**config.mk**
```make
export PLATFORM = sky130hd
export DESIGN_NAME = dos_catalog_track_image_generator_unit
export DESIGN_NICKNAME = d
export VERILOG_FILES = /design/src/rtl/core/dctig_pkg.sv /design/src/rtl/core/dos_catalog_track_image_generator_unit.sv
export SDC_FILE = /design/constraint.sdc
export NUM_CORES = 1
export LEC_CHECK = 0
export BUFFER_PORTS_ARGS = -buffer_cell sky130_fd_sc_hd__clkbuf_2
export CAP_MARGIN = 20
export CORE_MARGIN = 3
export CORE_UTILIZATION = 50
export CTS_BUF_LIST = sky130_fd_sc_hd__clkbuf_2 sky130_fd_sc_hd__clkbuf_4 sky130_fd_sc_hd__clkbuf_8
export CTS_CLUSTER_DIAMETER = 50
export DETAILED_ROUTE_END_ITERATION = 8
export GPL_TIMING_DRIVEN = 0
export PLACE_DENSITY = 0.67
export SLEW_MARGIN = 10
export SYNTH_ARGS = -nofsm -noshare
export SYNTH_HDL_FRONTEND = slang
export SYNTH_SLANG_ARGS = --single-unit
```
**constraint.sdc**
```tcl
create_clock -name clk -period 6.6 [get_ports clk]
set_input_delay 0 -clock clk [delete_from_list [all_inputs] [get_ports clk]]
set_output_delay 0 -clock clk [all_outputs]
set_load 0.02 [all_outputs]
```
**src/rtl/core/dctig_pkg.sv**
```systemverilog
`default_nettype none

package dctig_pkg;

	// Configuration register indexes.
	localparam int CFG_IDX_W = 2;
	typedef logic [CFG_IDX_W-1:0] cfg_idx_t;
	localparam cfg_idx_t REG_DOS_VERSION = 2'd0;
	localparam cfg_idx_t REG_CAT_TRK     = 2'd1;
	localparam cfg_idx_t REG_USED_CNT    = 2'd2;
	localparam cfg_idx_t REG_VOLUME      = 2'd3;

	localparam int CFG_DATA_W = 10;
	typedef logic [CFG_DATA_W-1:0] cfg_data_t;

	// Reset values of the registers.
	localparam logic [9:0] RST_DOS_VERSION = 10'd330;
	localparam logic [5:0] RST_CAT_TRK     = 6'd17;
	localparam logic [7:0] RST_USED_CNT    = 8'd0;
	localparam logic [7:0] RST_VOLUME      = 8'd254;

	// Disk geometry.
	localparam logic [9:0] VERSION_16_SECTORS = 10'd330;
	localparam logic [4:0] SECTORS_13         = 5'd13;
	localparam logic [4:0] SECTORS_16         = 5'd16;
	localparam logic [3:0] LAST_SECTOR_13     = 4'd12;
	localparam logic [7:0] TRACK_COUNT        = 8'd35;
	localparam logic [7:0] TS_CAPACITY        = 8'((256 - 'hC) / 2);
	localparam logic [15:0] FREE_MAP_13       = 16'hFFF8;
	localparam logic [15:0] FREE_MAP_16       = 16'hFFFF;

	// Table of contents byte positions.
	localparam logic [7:0] TOC_LINK_TRACK  = 8'h01;
	localparam logic [7:0] TOC_LINK_SECTOR = 8'h02;
	localparam logic [7:0] TOC_VERSION     = 8'h03;
	localparam logic [7:0] TOC_VOLUME      = 8'h06;
	localparam logic [7:0] TOC_TS_CAPACITY = 8'h27;
	localparam logic [7:0] TOC_LAST_TRACK  = 8'h30;
	localparam logic [7:0] TOC_DIRECTION   = 8'h31;
	localparam logic [7:0] TOC_TRACKS      = 8'h34;
	localparam logic [7:0] TOC_SECTORS     = 8'h35;
	localparam logic [7:0] TOC_BYTES_LO    = 8'h36;
	localparam logic [7:0] TOC_BYTES_HI    = 8'h37;
	localparam logic [7:0] MAP_START       = 8'h38;
	localparam logic [7:0] MAP_END         = 8'hC4;

	// Reciprocal of ten for values below 1029: x / 10 == (x * 205) >> 11.
	localparam logic [7:0] RECIP_10 = 8'd205;
	localparam int RECIP_SHIFT = 11;

endpackage

`default_nettype wire

```
**src/rtl/core/dos_catalog_track_image_generator_unit.sv**
```systemverilog
`default_nettype none

// Catalog track image generator for a freshly formatted DOS 3.x style disk.
// A command transfer is taken on any rising edge with start high and busy low;
// busy is always low, so one byte offset may be issued every cycle. The offset
// selects sector * 256 + byte of a 13 or 16 sector catalog track image.
// After a command transfer, the offset passes the stage 1 and 2 registers,
// then done rises for one cycle with the image byte, an invalid flag for
// offsets past a 13 sector image, and a flag for the final byte of the image.
// Results leave in command order. Throughput is one byte per cycle through
// the three register stages: decode of the offset with the version product,
// the sectors taken by the bitmap track, and the bitmap shift with the byte
// selection into the output registers. The receiver cannot stall the block,
// so the pipeline never holds. The configuration channel (cfg_valid,
// cfg_ready, cfg_index, cfg_data) is always ready. The user must write it
// only while no command is in flight, which the block itself does not enforce.
// Reset clears the pipeline valid bits and loads the configuration defaults:
// version 330, catalog track 17, no used sectors and volume 254.
module dos_catalog_track_image_generator_unit (
	input  wire                    clk,
	input  wire                    arst_n,
	input  wire                    start,
	output logic                   busy,
	input  wire  [11:0]            byte_offset,
	output logic                   done,
	output logic [7:0]             data_byte,
	output logic                   offset_invalid,
	output logic                   last_byte,
	input  wire                    cfg_valid,
	output logic                   cfg_ready,
	input  wire  dctig_pkg::cfg_idx_t  cfg_index,
	input  wire  dctig_pkg::cfg_data_t cfg_data
);
	import dctig_pkg::*;

	// Configuration registers.
	logic [9:0] dos_version_q;
	logic [5:0] cat_trk_q;
	logic [7:0] used_cnt_q;
	logic [7:0] volume_q;

	assign cfg_ready = 1'b1;
	assign busy      = 1'b0;

	always_ff @(posedge clk or negedge arst_n) begin
		if (!arst_n) begin
			dos_version_q <= RST_DOS_VERSION;
			cat_trk_q     <= RST_CAT_TRK;
			used_cnt_q    <= RST_USED_CNT;
			volume_q      <= RST_VOLUME;
		end else if (cfg_valid && cfg_ready) begin
			case (cfg_index)
				REG_DOS_VERSION: dos_version_q <= cfg_data;
				REG_CAT_TRK:     cat_trk_q     <= cfg_data[5:0];
				REG_USED_CNT:    used_cnt_q    <= cfg_data[7:0];
				REG_VOLUME:      volume_q      <= cfg_data[7:0];
				default: ;
			endcase
		end
	end

	// The sector count depends only on the version register.
	logic       spt13;
	logic [4:0] spt;
	assign spt13 = (dos_version_q < VERSION_16_SECTORS);
	assign spt   = spt13 ? SECTORS_13 : SECTORS_16;

	// Stage 1 logic: decode the offset, find the bitmap track and how many
	// ordinary tracks come before it, and start the version digit.
	logic [7:0]  map_rel;
	logic [5:0]  track;
	logic [5:0]  tracks_before;
	logic [17:0] ver_recip;
	logic        invalid_c;
	logic        last_c;

	always_comb begin
		map_rel       = byte_offset[7:0] - MAP_START;
		track         = map_rel[7:2];
		tracks_before = track - ((cat_trk_q < track) ? 6'd1 : 6'd0);
		ver_recip     = 18'(dos_version_q * RECIP_10);
		invalid_c     = spt13 && (byte_offset[11:8] > LAST_SECTOR_13);
		last_c        = (byte_offset[7:0] == 8'hFF)
			&& (spt13 ? (byte_offset[11:8] == LAST_SECTOR_13) : (byte_offset[11:8] == 4'hF));
	end

	logic        vld_s1;
	logic        invalid_s1;
	logic        last_s1;
	logic [3:0]  sec_s1;
	logic [7:0]  byte_s1;
	logic [1:0]  map_lane_s1;
	logic        is_cat_s1;
	logic [5:0]  tracks_before_s1;
	logic [6:0]  ver_tens_s1;

	always_ff @(posedge clk or negedge arst_n) begin
		if (!arst_n) begin
			vld_s1 <= 1'b0;
		end else begin
			vld_s1 <= start && !busy;
		end
	end

	always_ff @(posedge clk) begin
		invalid_s1       <= invalid_c;
		last_s1          <= last_c;
		sec_s1           <= byte_offset[11:8];
		byte_s1          <= byte_offset[7:0];
		map_lane_s1      <= map_rel[1:0];
		is_cat_s1        <= (track == cat_trk_q);
		tracks_before_s1 <= tracks_before;
		ver_tens_s1      <= ver_recip[RECIP_SHIFT +: 7];
	end

	// Stage 2 logic: sectors absorbed by the tracks before this one, the
	// sectors this track takes, and the hundreds of the version.
	logic [9:0]  absorbed;
	logic [10:0] remain;
	logic [4:0]  take;
	logic [14:0] tens_recip;

	always_comb begin
		if (spt13) begin
			absorbed = {1'b0, tracks_before_s1, 3'b000} + {2'b00, tracks_before_s1, 2'b00}
				+ {4'b0000, tracks_before_s1};
		end else begin
			absorbed = {tracks_before_s1, 4'b0000};
		end
		remain = {3'b000, used_cnt_q} - {1'b0, absorbed};
		if (is_cat_s1) begin
			take = spt;
		end else if (remain[10] || (remain == 11'd0)) begin
			take = 5'd0;
		end else if (remain >= {6'd0, spt}) begin
			take = spt;
		end else begin
			take = remain[4:0];
		end
		tens_recip = 15'(ver_tens_s1 * RECIP_10);
	end

	logic        vld_s2;
	logic        invalid_s2;
	logic        last_s2;
	logic [3:0]  sec_s2;
	logic [7:0]  byte_s2;
	logic [1:0]  map_lane_s2;
	logic [4:0]  take_s2;
	logic [6:0]  ver_tens_s2;
	logic [3:0]  hundreds_s2;

	always_ff @(posedge clk or negedge arst_n) begin
		if (!arst_n) begin
			vld_s2 <= 1'b0;
		end else begin
			vld_s2 <= vld_s1;
		end
	end

	always_ff @(posedge clk) begin
		invalid_s2  <= invalid_s1;
		last_s2     <= last_s1;
		sec_s2      <= sec_s1;
		byte_s2     <= byte_s1;
		map_lane_s2 <= map_lane_s1;
		take_s2     <= take;
		ver_tens_s2 <= ver_tens_s1;
		hundreds_s2 <= tens_recip[RECIP_SHIFT +: 4];
	end

	// Stage 3 logic: the track bitmap, the version digit and the final byte
	// selection.
	logic [15:0] free_map;
	logic [15:0] trk_bitmap;
	logic [6:0]  digit;
	logic [7:0]  toc_c;
	logic [7:0]  data_c;

	always_comb begin
		free_map   = spt13 ? FREE_MAP_13 : FREE_MAP_16;
		trk_bitmap = free_map << take_s2;
		digit      = ver_tens_s2 - 7'(hundreds_s2 * 4'd10);

		if ((byte_s2 >= MAP_START) && (byte_s2 < MAP_END)) begin
			case (map_lane_s2)
				2'd0:    toc_c = trk_bitmap[15:8];
				2'd1:    toc_c = trk_bitmap[7:0];
				default: toc_c = 8'h00;
			endcase
		end else begin
			case (byte_s2)
				TOC_LINK_TRACK:  toc_c = {2'b00, cat_trk_q};
				TOC_LINK_SECTOR: toc_c = {3'b000, spt - 5'd1};
				TOC_VERSION:     toc_c = {1'b0, digit};
				TOC_VOLUME:      toc_c = volume_q;
				TOC_TS_CAPACITY: toc_c = TS_CAPACITY;
				TOC_LAST_TRACK:  toc_c = {2'b00, cat_trk_q};
				TOC_DIRECTION:   toc_c = 8'd1;
				TOC_TRACKS:      toc_c = TRACK_COUNT;
				TOC_SECTORS:     toc_c = {3'b000, spt};
				TOC_BYTES_LO:    toc_c = 8'h00;
				TOC_BYTES_HI:    toc_c = 8'h01;
				default:         toc_c = 8'h00;
			endcase
		end

		// Sectors past the table of contents hold only a link to the previous one;
		// sector 1 has an empty link.
		if (invalid_s2) begin
			data_c = 8'h00;
		end else if (sec_s2 == 4'd0) begin
			data_c = toc_c;
		end else if (byte_s2 == TOC_LINK_TRACK) begin
			data_c = (sec_s2 != 4'd1) ? {2'b00, cat_trk_q} : 8'h00;
		end else if (byte_s2 == TOC_LINK_SECTOR) begin
			data_c = {4'h0, sec_s2 - 4'd1};
		end else begin
			data_c = 8'h00;
		end
	end

	always_ff @(posedge clk or negedge arst_n) begin
		if (!arst_n) begin
			done <= 1'b0;
		end else begin
			done <= vld_s2;
		end
	end

	always_ff @(posedge clk) begin
		data_byte      <= data_c;
		offset_invalid <= invalid_s2;
		last_byte      <= last_s2 && !invalid_s2;
	end

	// An invalid offset gives a zero byte and never marks the end of the image.
	assert property (@(posedge clk) disable iff (!arst_n)
		done && offset_invalid |-> (data_byte == 8'h00) && !last_byte)
		else $error("invalid offset produced data or an end mark");

	// Every result comes from a command transfer through the pipeline registers.
	assert property (@(posedge clk) disable iff (!arst_n)
		done |-> $past(start, 3) && !$past(busy, 3))
		else $error("result without a matching command");

	// Only a 13 sector image has offsets beyond its end.
	assert property (@(posedge clk) disable iff (!arst_n)
		done && offset_invalid |-> spt13)
		else $error("offset flagged invalid in a 16 sector image");

	// The final byte of the image is the zero tail of the last catalog sector.
	assert property (@(posedge clk) disable iff (!arst_n)
		done && last_byte |-> (data_byte == 8'h00))
		else $error("final image byte is not zero");

endmodule

`default_nettype wire
```
-- Word-level counts from Yosys, hierarchy flattened
Cells that the tools add are included.
- $add $sub $neg: 8
- multiply operators: 3
- magnitude comparators: 6
- equal/unequal tests: 19
- shift-type cells: 1
- muxes and demuxes: 15
- reduce and logical (&&, ||, !) cells: 16
- operator list (cell ; count):
    8-bit case mux with 8 select lines ; 1
    8-bit by 6-bit equality test with 1-bit output (second input constant) ; 6
    5-bit 2-to-1 mux ; 4
    10-bit by 8-bit multiplier with 18-bit output (second input constant) ; 1
    8-bit by 2-bit equality test with 1-bit output (second input constant) ; 2
    8-bit 2-to-1 mux ; 2
    8-bit case mux with 2 select lines ; 1
    16-bit by 5-bit << shifter with 16-bit output ; 1
    7-bit by 8-bit multiplier with 15-bit output (second input constant) ; 1
    6-bit 2-to-1 mux ; 2
    11-bit by 5-bit greater-or-equal comparator with 1-bit output ; 1
    11-bit logical NOT ; 1
    8-bit by 10-bit subtractor with 11-bit output ; 1
    10-bit by 6-bit adder with 10-bit output ; 1
    9-bit by 8-bit adder with 10-bit output ; 1
    10-bit by 9-bit less-than comparator with 1-bit output (second input constant) ; 1
    10-bit 2-to-1 mux ; 1
    4-bit equality test (second input constant) ; 2
    8-bit by 1-bit equality test with 1-bit output (second input constant) ; 1
    8-bit by 3-bit equality test with 1-bit output (second input constant) ; 1
    8-bit equality test (second input constant) ; 1
    8-bit by 6-bit greater-or-equal comparator with 1-bit output (second input constant) ; 1
    8-bit less-than comparator (second input constant) ; 1
    2-bit AND reduction ; 4
    other kinds (21) ; 29
- register bits: 107
- output and inout bits: 13
- word-level logic and storage cells: 94

-- Logic depth before layout (Yosys ltp)
- word-level depth: 8
- depth in mapped cells: 22

-- Worst setup path before layout
Ideal clock, no wire load.
- path kind: reg-to-reg
- start point: reg dos_version_q[3]
- end point: reg take_s2[0]
- setup time: 88 ps
- data arrival time: 4216 ps
- required time: 6512 ps
- setup slack: 2297 ps
- cell stages (with the launch flop): 22
- path through: dfstp_2 -> ha_1 -> a21oi_1 -> nor2_1 -> nor3_1 -> inv_1 -> clkbuf_1 -> clkbuf_1 -> nor2_1 -> ha_1 -> fa_1 -> nand2b_1 -> a21oi_1 -> xnor2_1 -> inv_1 -> ha_1 -> nand2_1 -> o21ai_0 -> o21ai_0 -> o41ai_1 -> a21oi_2 -> o31ai_1
- cells in the longest elaborated chain, start to end: 7
- ends and longest elaborated chain (item ; RTL line ; RTL):
    start, declared ; dos_catalog_track_image_generator_unit.sv:37 ; logic [9:0] dos_version_q;
    start signal, assigned ; dos_catalog_track_image_generator_unit.sv:53 ; REG_DOS_VERSION: dos_version_q <= cfg_data;
    10-bit by 9-bit less-than comparator with 1-bit output * ; dos_catalog_track_image_generator_unit.sv:65 ; assign spt13 = (dos_version_q < VERSION_16_SECTORS);
    10-bit 2-to-1 mux ; dos_catalog_track_image_generator_unit.sv:124 ; if (spt13) begin
    8-bit by 10-bit subtractor with 11-bit output ; dos_catalog_track_image_generator_unit.sv:130 ; remain = {3'b000, used_cnt_q} - {1'b0, absorbed};
    11-bit by 5-bit greater-or-equal comparator with 1-bit output or 11-bit logical NOT (tied branches) ; dos_catalog_track_image_generator_unit.sv:135, dos_catalog_track_image_generator_unit.sv:133 ;
    5-bit 2-to-1 mux or 1-bit logical OR (tied branches) ; dos_catalog_track_image_generator_unit.sv:135, dos_catalog_track_image_generator_unit.sv:133 ;
    5-bit 2-to-1 mux ; dos_catalog_track_image_generator_unit.sv:133 ; end else if (remain[10] || (remain == 11'd0)) begin
    5-bit 2-to-1 mux * ; dos_catalog_track_image_generator_unit.sv:131 ; if (is_cat_s1) begin
    named net take[0] ; dos_catalog_track_image_generator_unit.sv:120 ; logic [4:0] take;
    end signal, assigned ; dos_catalog_track_image_generator_unit.sv:167 ; take_s2 <= take;
    end, declared ; dos_catalog_track_image_generator_unit.sv:149 ; logic [4:0] take_s2;
Mark *: on every way through the listed nets, which the timed path passes. The rest lies on a longest branch.
A chain may end at the register's enable or synchronous reset.

-- Final worst setup path
- start point: reg dos_version_q[3]
- end point: reg take_s2[2]
The elaborated chain is that of the path after synthesis.

==> run metrics <==
setup bufs post-CTS 0; H-tree depth 3; multi-input logic area 0.00443 mm^2; CTS tree yes; DP Worst Slack between 1000 and 1500 ps; Slew headroom 37.9%; Slew Limit Fails 0; launching point of the worst reg2reg path dos_version_q[3]; GRT Total Usage 19.8%; largest net degree at the start of global routing 36; number of global-route vias before repair 5297; startpoint types flip-flop; initial antenna violation count 0; Max VDD drop approximately 680 uV; CP delay by family, top compound AO/OA/AOI/OAI gates; Syn Std Cell Area 0.00708 mm^2; ratio of cells with drive above 1 in the final layout 13.4%; drt total wl 15200 um; Main synth FF type dfxtp_1; Setup Skew 10.1 ps; most frequent cells in the layout ha_1, inv_1, dfxtp_1; drt wl/cell 15.9 um; Compound-Gate Fraction of Synth Area between 10% and 20%; commonest non-fill, non-tap cell in the layout ha_1; Critical Path Start dos_version_q[3]; site row count 42; Ant. Diodes 0; worst hold slack between 70 and 80 ps; synth warn 0; Min-Delay Path Class primary input to flip-flop; Initial DRT Pass Iterations 4; status finished clean; Area after DPL 0.00749 mm^2; Setup crit end kind flip-flop; Fin. Hold Viols 0; setup TNS 0 ps; Async SR Flop Fraction roughly a third; PD cells 516 mW/mm^2; Final min period 5540 ps; DRC Markers 0; Post-Syn Instances 703; DR iter-0 viols 211; XOR/XNOR Fraction of Synth Area 3.96%; die area between 0.015 and 0.02 mm^2; CTS Root Cell clkbuf_8; clk sinks roughly 100; GR Overflow Total 0; Core Box Area 0.0136 mm^2; Leak 3.84 nW; TritonCTS buffer count 9; dpl hpwl 12300 um; Fmax achieved 0.180 GHz; I/O pin count 41; worst-margin pin slew 929 ps; Max Buffers Root-to-Sink 2; synth unique cells 65; Post-Place Cells 917; die height roughly 130 um; Reg clk slew, reported paths ~100 ps; crit path DAT approximately 5800 ps; Area Overhead vs Synth 12.1%; vias per inst 5.44; hold wc startpoint cfg_index[0]; main combinational cell family by area after synthesis adder cells; crit path kind flip-flop to flip-flop; crit share post-route 84.0%; Clock Latency Late Sink 380 ps; most frequent cell on the critical path ha_1; Adder-Cell Fraction of Synth Area 31.3%; CP bufs+invs 4; syn avg cell area just over 10 um^2; Setup Viol. Count Final 0; multiplexer area fraction after synthesis 4.72%; sequential element share of the synthesized area 31.8%; MaxCap Viol Count 0; Synth Register Bits 103; Port-buffer cells 38; die extent in x 125 um; EDFF count, synth 0; CP max-delay cell dfstp_2; RSZ-0062 raised after global routing false; Worst path max stage delay 600 ps; DRT antenna net count 0; worst-path cell chain ha_1 -> a21oi_1 -> nor2_1 -> nor3_1 -> inv_1 -> clkbuf_1 -> clkbuf_1 -> nor2_1 -> ha_1 -> fa_1 -> nand2b_1 -> a21oi_1 -> xnor2_1 -> inv_1 -> ha_1 -> nand2_1 -> o21ai_0 -> o21ai_0 -> o41ai_1 -> a21oi_2 -> o31ai_1; initial core utilization 52.2%; via count between 5000 and 6000; post-route insts no fill 957; worst-path fanout max 11; Post-Synth Simple-Gate Area between 10% and 20%; syn_nets 889; Final Wtd Congestion between 0.9 and 1; # nets final 962; design area 0.00793 mm^2; fin worst setup slack 1060 ps; storage element area ~0.0023 mm^2; first-pass GRT wire length between 20000 and 30000 um; required time worst endpoint 6860 ps; Filler cells 1177
==> cell type report <==
type                            count  share of cell area (%)
Clock inverter                      5                   0.725
Timing Repair Buffer               62                    5.43
Multi-Input combinational cell    496                    55.8
Sequential cell                   103                    28.4
Buffer                              8                   0.473
Inverter                           96                    4.54
Tap cell                          176                    2.78
Clock buffer                       11                    1.83
==> synthesized netlist by cell type, types with 4 or more instances <==
master	instances	area [um^2]
ha_1	126	1580
a211oi_1	6	45.0
dfxtp_1	68	1360
inv_1	96	360
nand4_1	5	31.3
o21ai_0	18	90.1
nor3b_1	7	52.6
a21oi_1	32	160
nor3_1	18	90.1
a2111oi_0	4	35.0
a311oi_1	4	35.0
nand2_1	38	143
nand3_1	16	80.1
a221oi_1	7	61.3
o31ai_1	4	30.0
mux2_2	26	293
xor2_1	8	70.1
dfrtp_1	22	551
dfstp_2	13	342
a21o_1	8	60.1
fa_1	32	641
nor2_1	33	124
clkbuf_1	6	22.5
o21ai_1	9	45.0
xnor2_1	24	210
==> cell families after synthesis <==
| kind of cell | Yosys count |
|---|---|
| compound gates | 123 |
| xor+xnor | 32 |
| simple gates | 151 |
| fa+ha+maj | 158 |
| flops | 103 |
| buf+inv | 104 |
| other cells | 2 |
| mux | 30 |
==> path summary, 6_finish.rpt <==
kind,to,cells past startpoint,slack (ps)
max in group asynchronous,cat_trk_q[5],2,5800
max,take_s2[2],21,1060
min reg2reg,byte_s2[3],0,330
max reg2reg,take_s2[2],21,1060
min,dos_version_q[9],4,80
min in group asynchronous,done,2,250
==> flip-flops by register name, indices dropped and copies added (netlist names), 4 cells and up <==
name and cells:
data_byte 8, sec_s2 4, volume_q 8, hundreds_s2 4, ver_tens_s2 7, tracks_before_s1 6
sec_s1 4, used_cnt_q 8, cat_trk_q 6, dos_version_q 10, byte_s2 7, byte_s1 7
take_s2 5, ver_tens_s1 7
==> power by group <==
part,internal (mW),switching [mW]
combinational,1.28,1.52
clock,0.190,0.208
sequential,0.775,0.126
total,2.24,1.85
==> metrics by stage <==
step           util, %  power (mW)
6_report          58.5        4.09
5_1_grt           58.5        4.66
4_1_cts           58.5        4.16
3_5_place_dp      55.3        3.72
3_3_place_gp      55.3        3.57
2_1_floorplan        -        3.09
==> worst reg2reg max path: stages (launching register included) <==
cell and delay, ps:
dfstp_2 600, ha_1 280, a21oi_1 90, nor2_1 110, nor3_1 110, inv_1 170, clkbuf_1 440, clkbuf_1 550
nor2_1 120, ha_1 230, fa_1 410, nand2b_1 180, a21oi_1 160, xnor2_1 160, inv_1 100, ha_1 300
nand2_1 50, o21ai_0 530, o21ai_0 270, o41ai_1 350, a21oi_2 100, o31ai_1 120
==> layer usage <==
metal	up-vias	share of wire (%)	GRT usage, %
met5	-	0	0
met4	0	1.1	4.85
met3	12	3.1	3.28
met2	81	50	34.9
met1	2521	45	25.5
li1	2595	-	-
==> timing repair <==
item                                   in CTS  in global routing
resized for setup                           0                  0
setup endpoints to repair                   0                  0
endpoints found under the hold margin      73                  0
hold buffers                               24                  0
(Power assumes the default switching activity.)
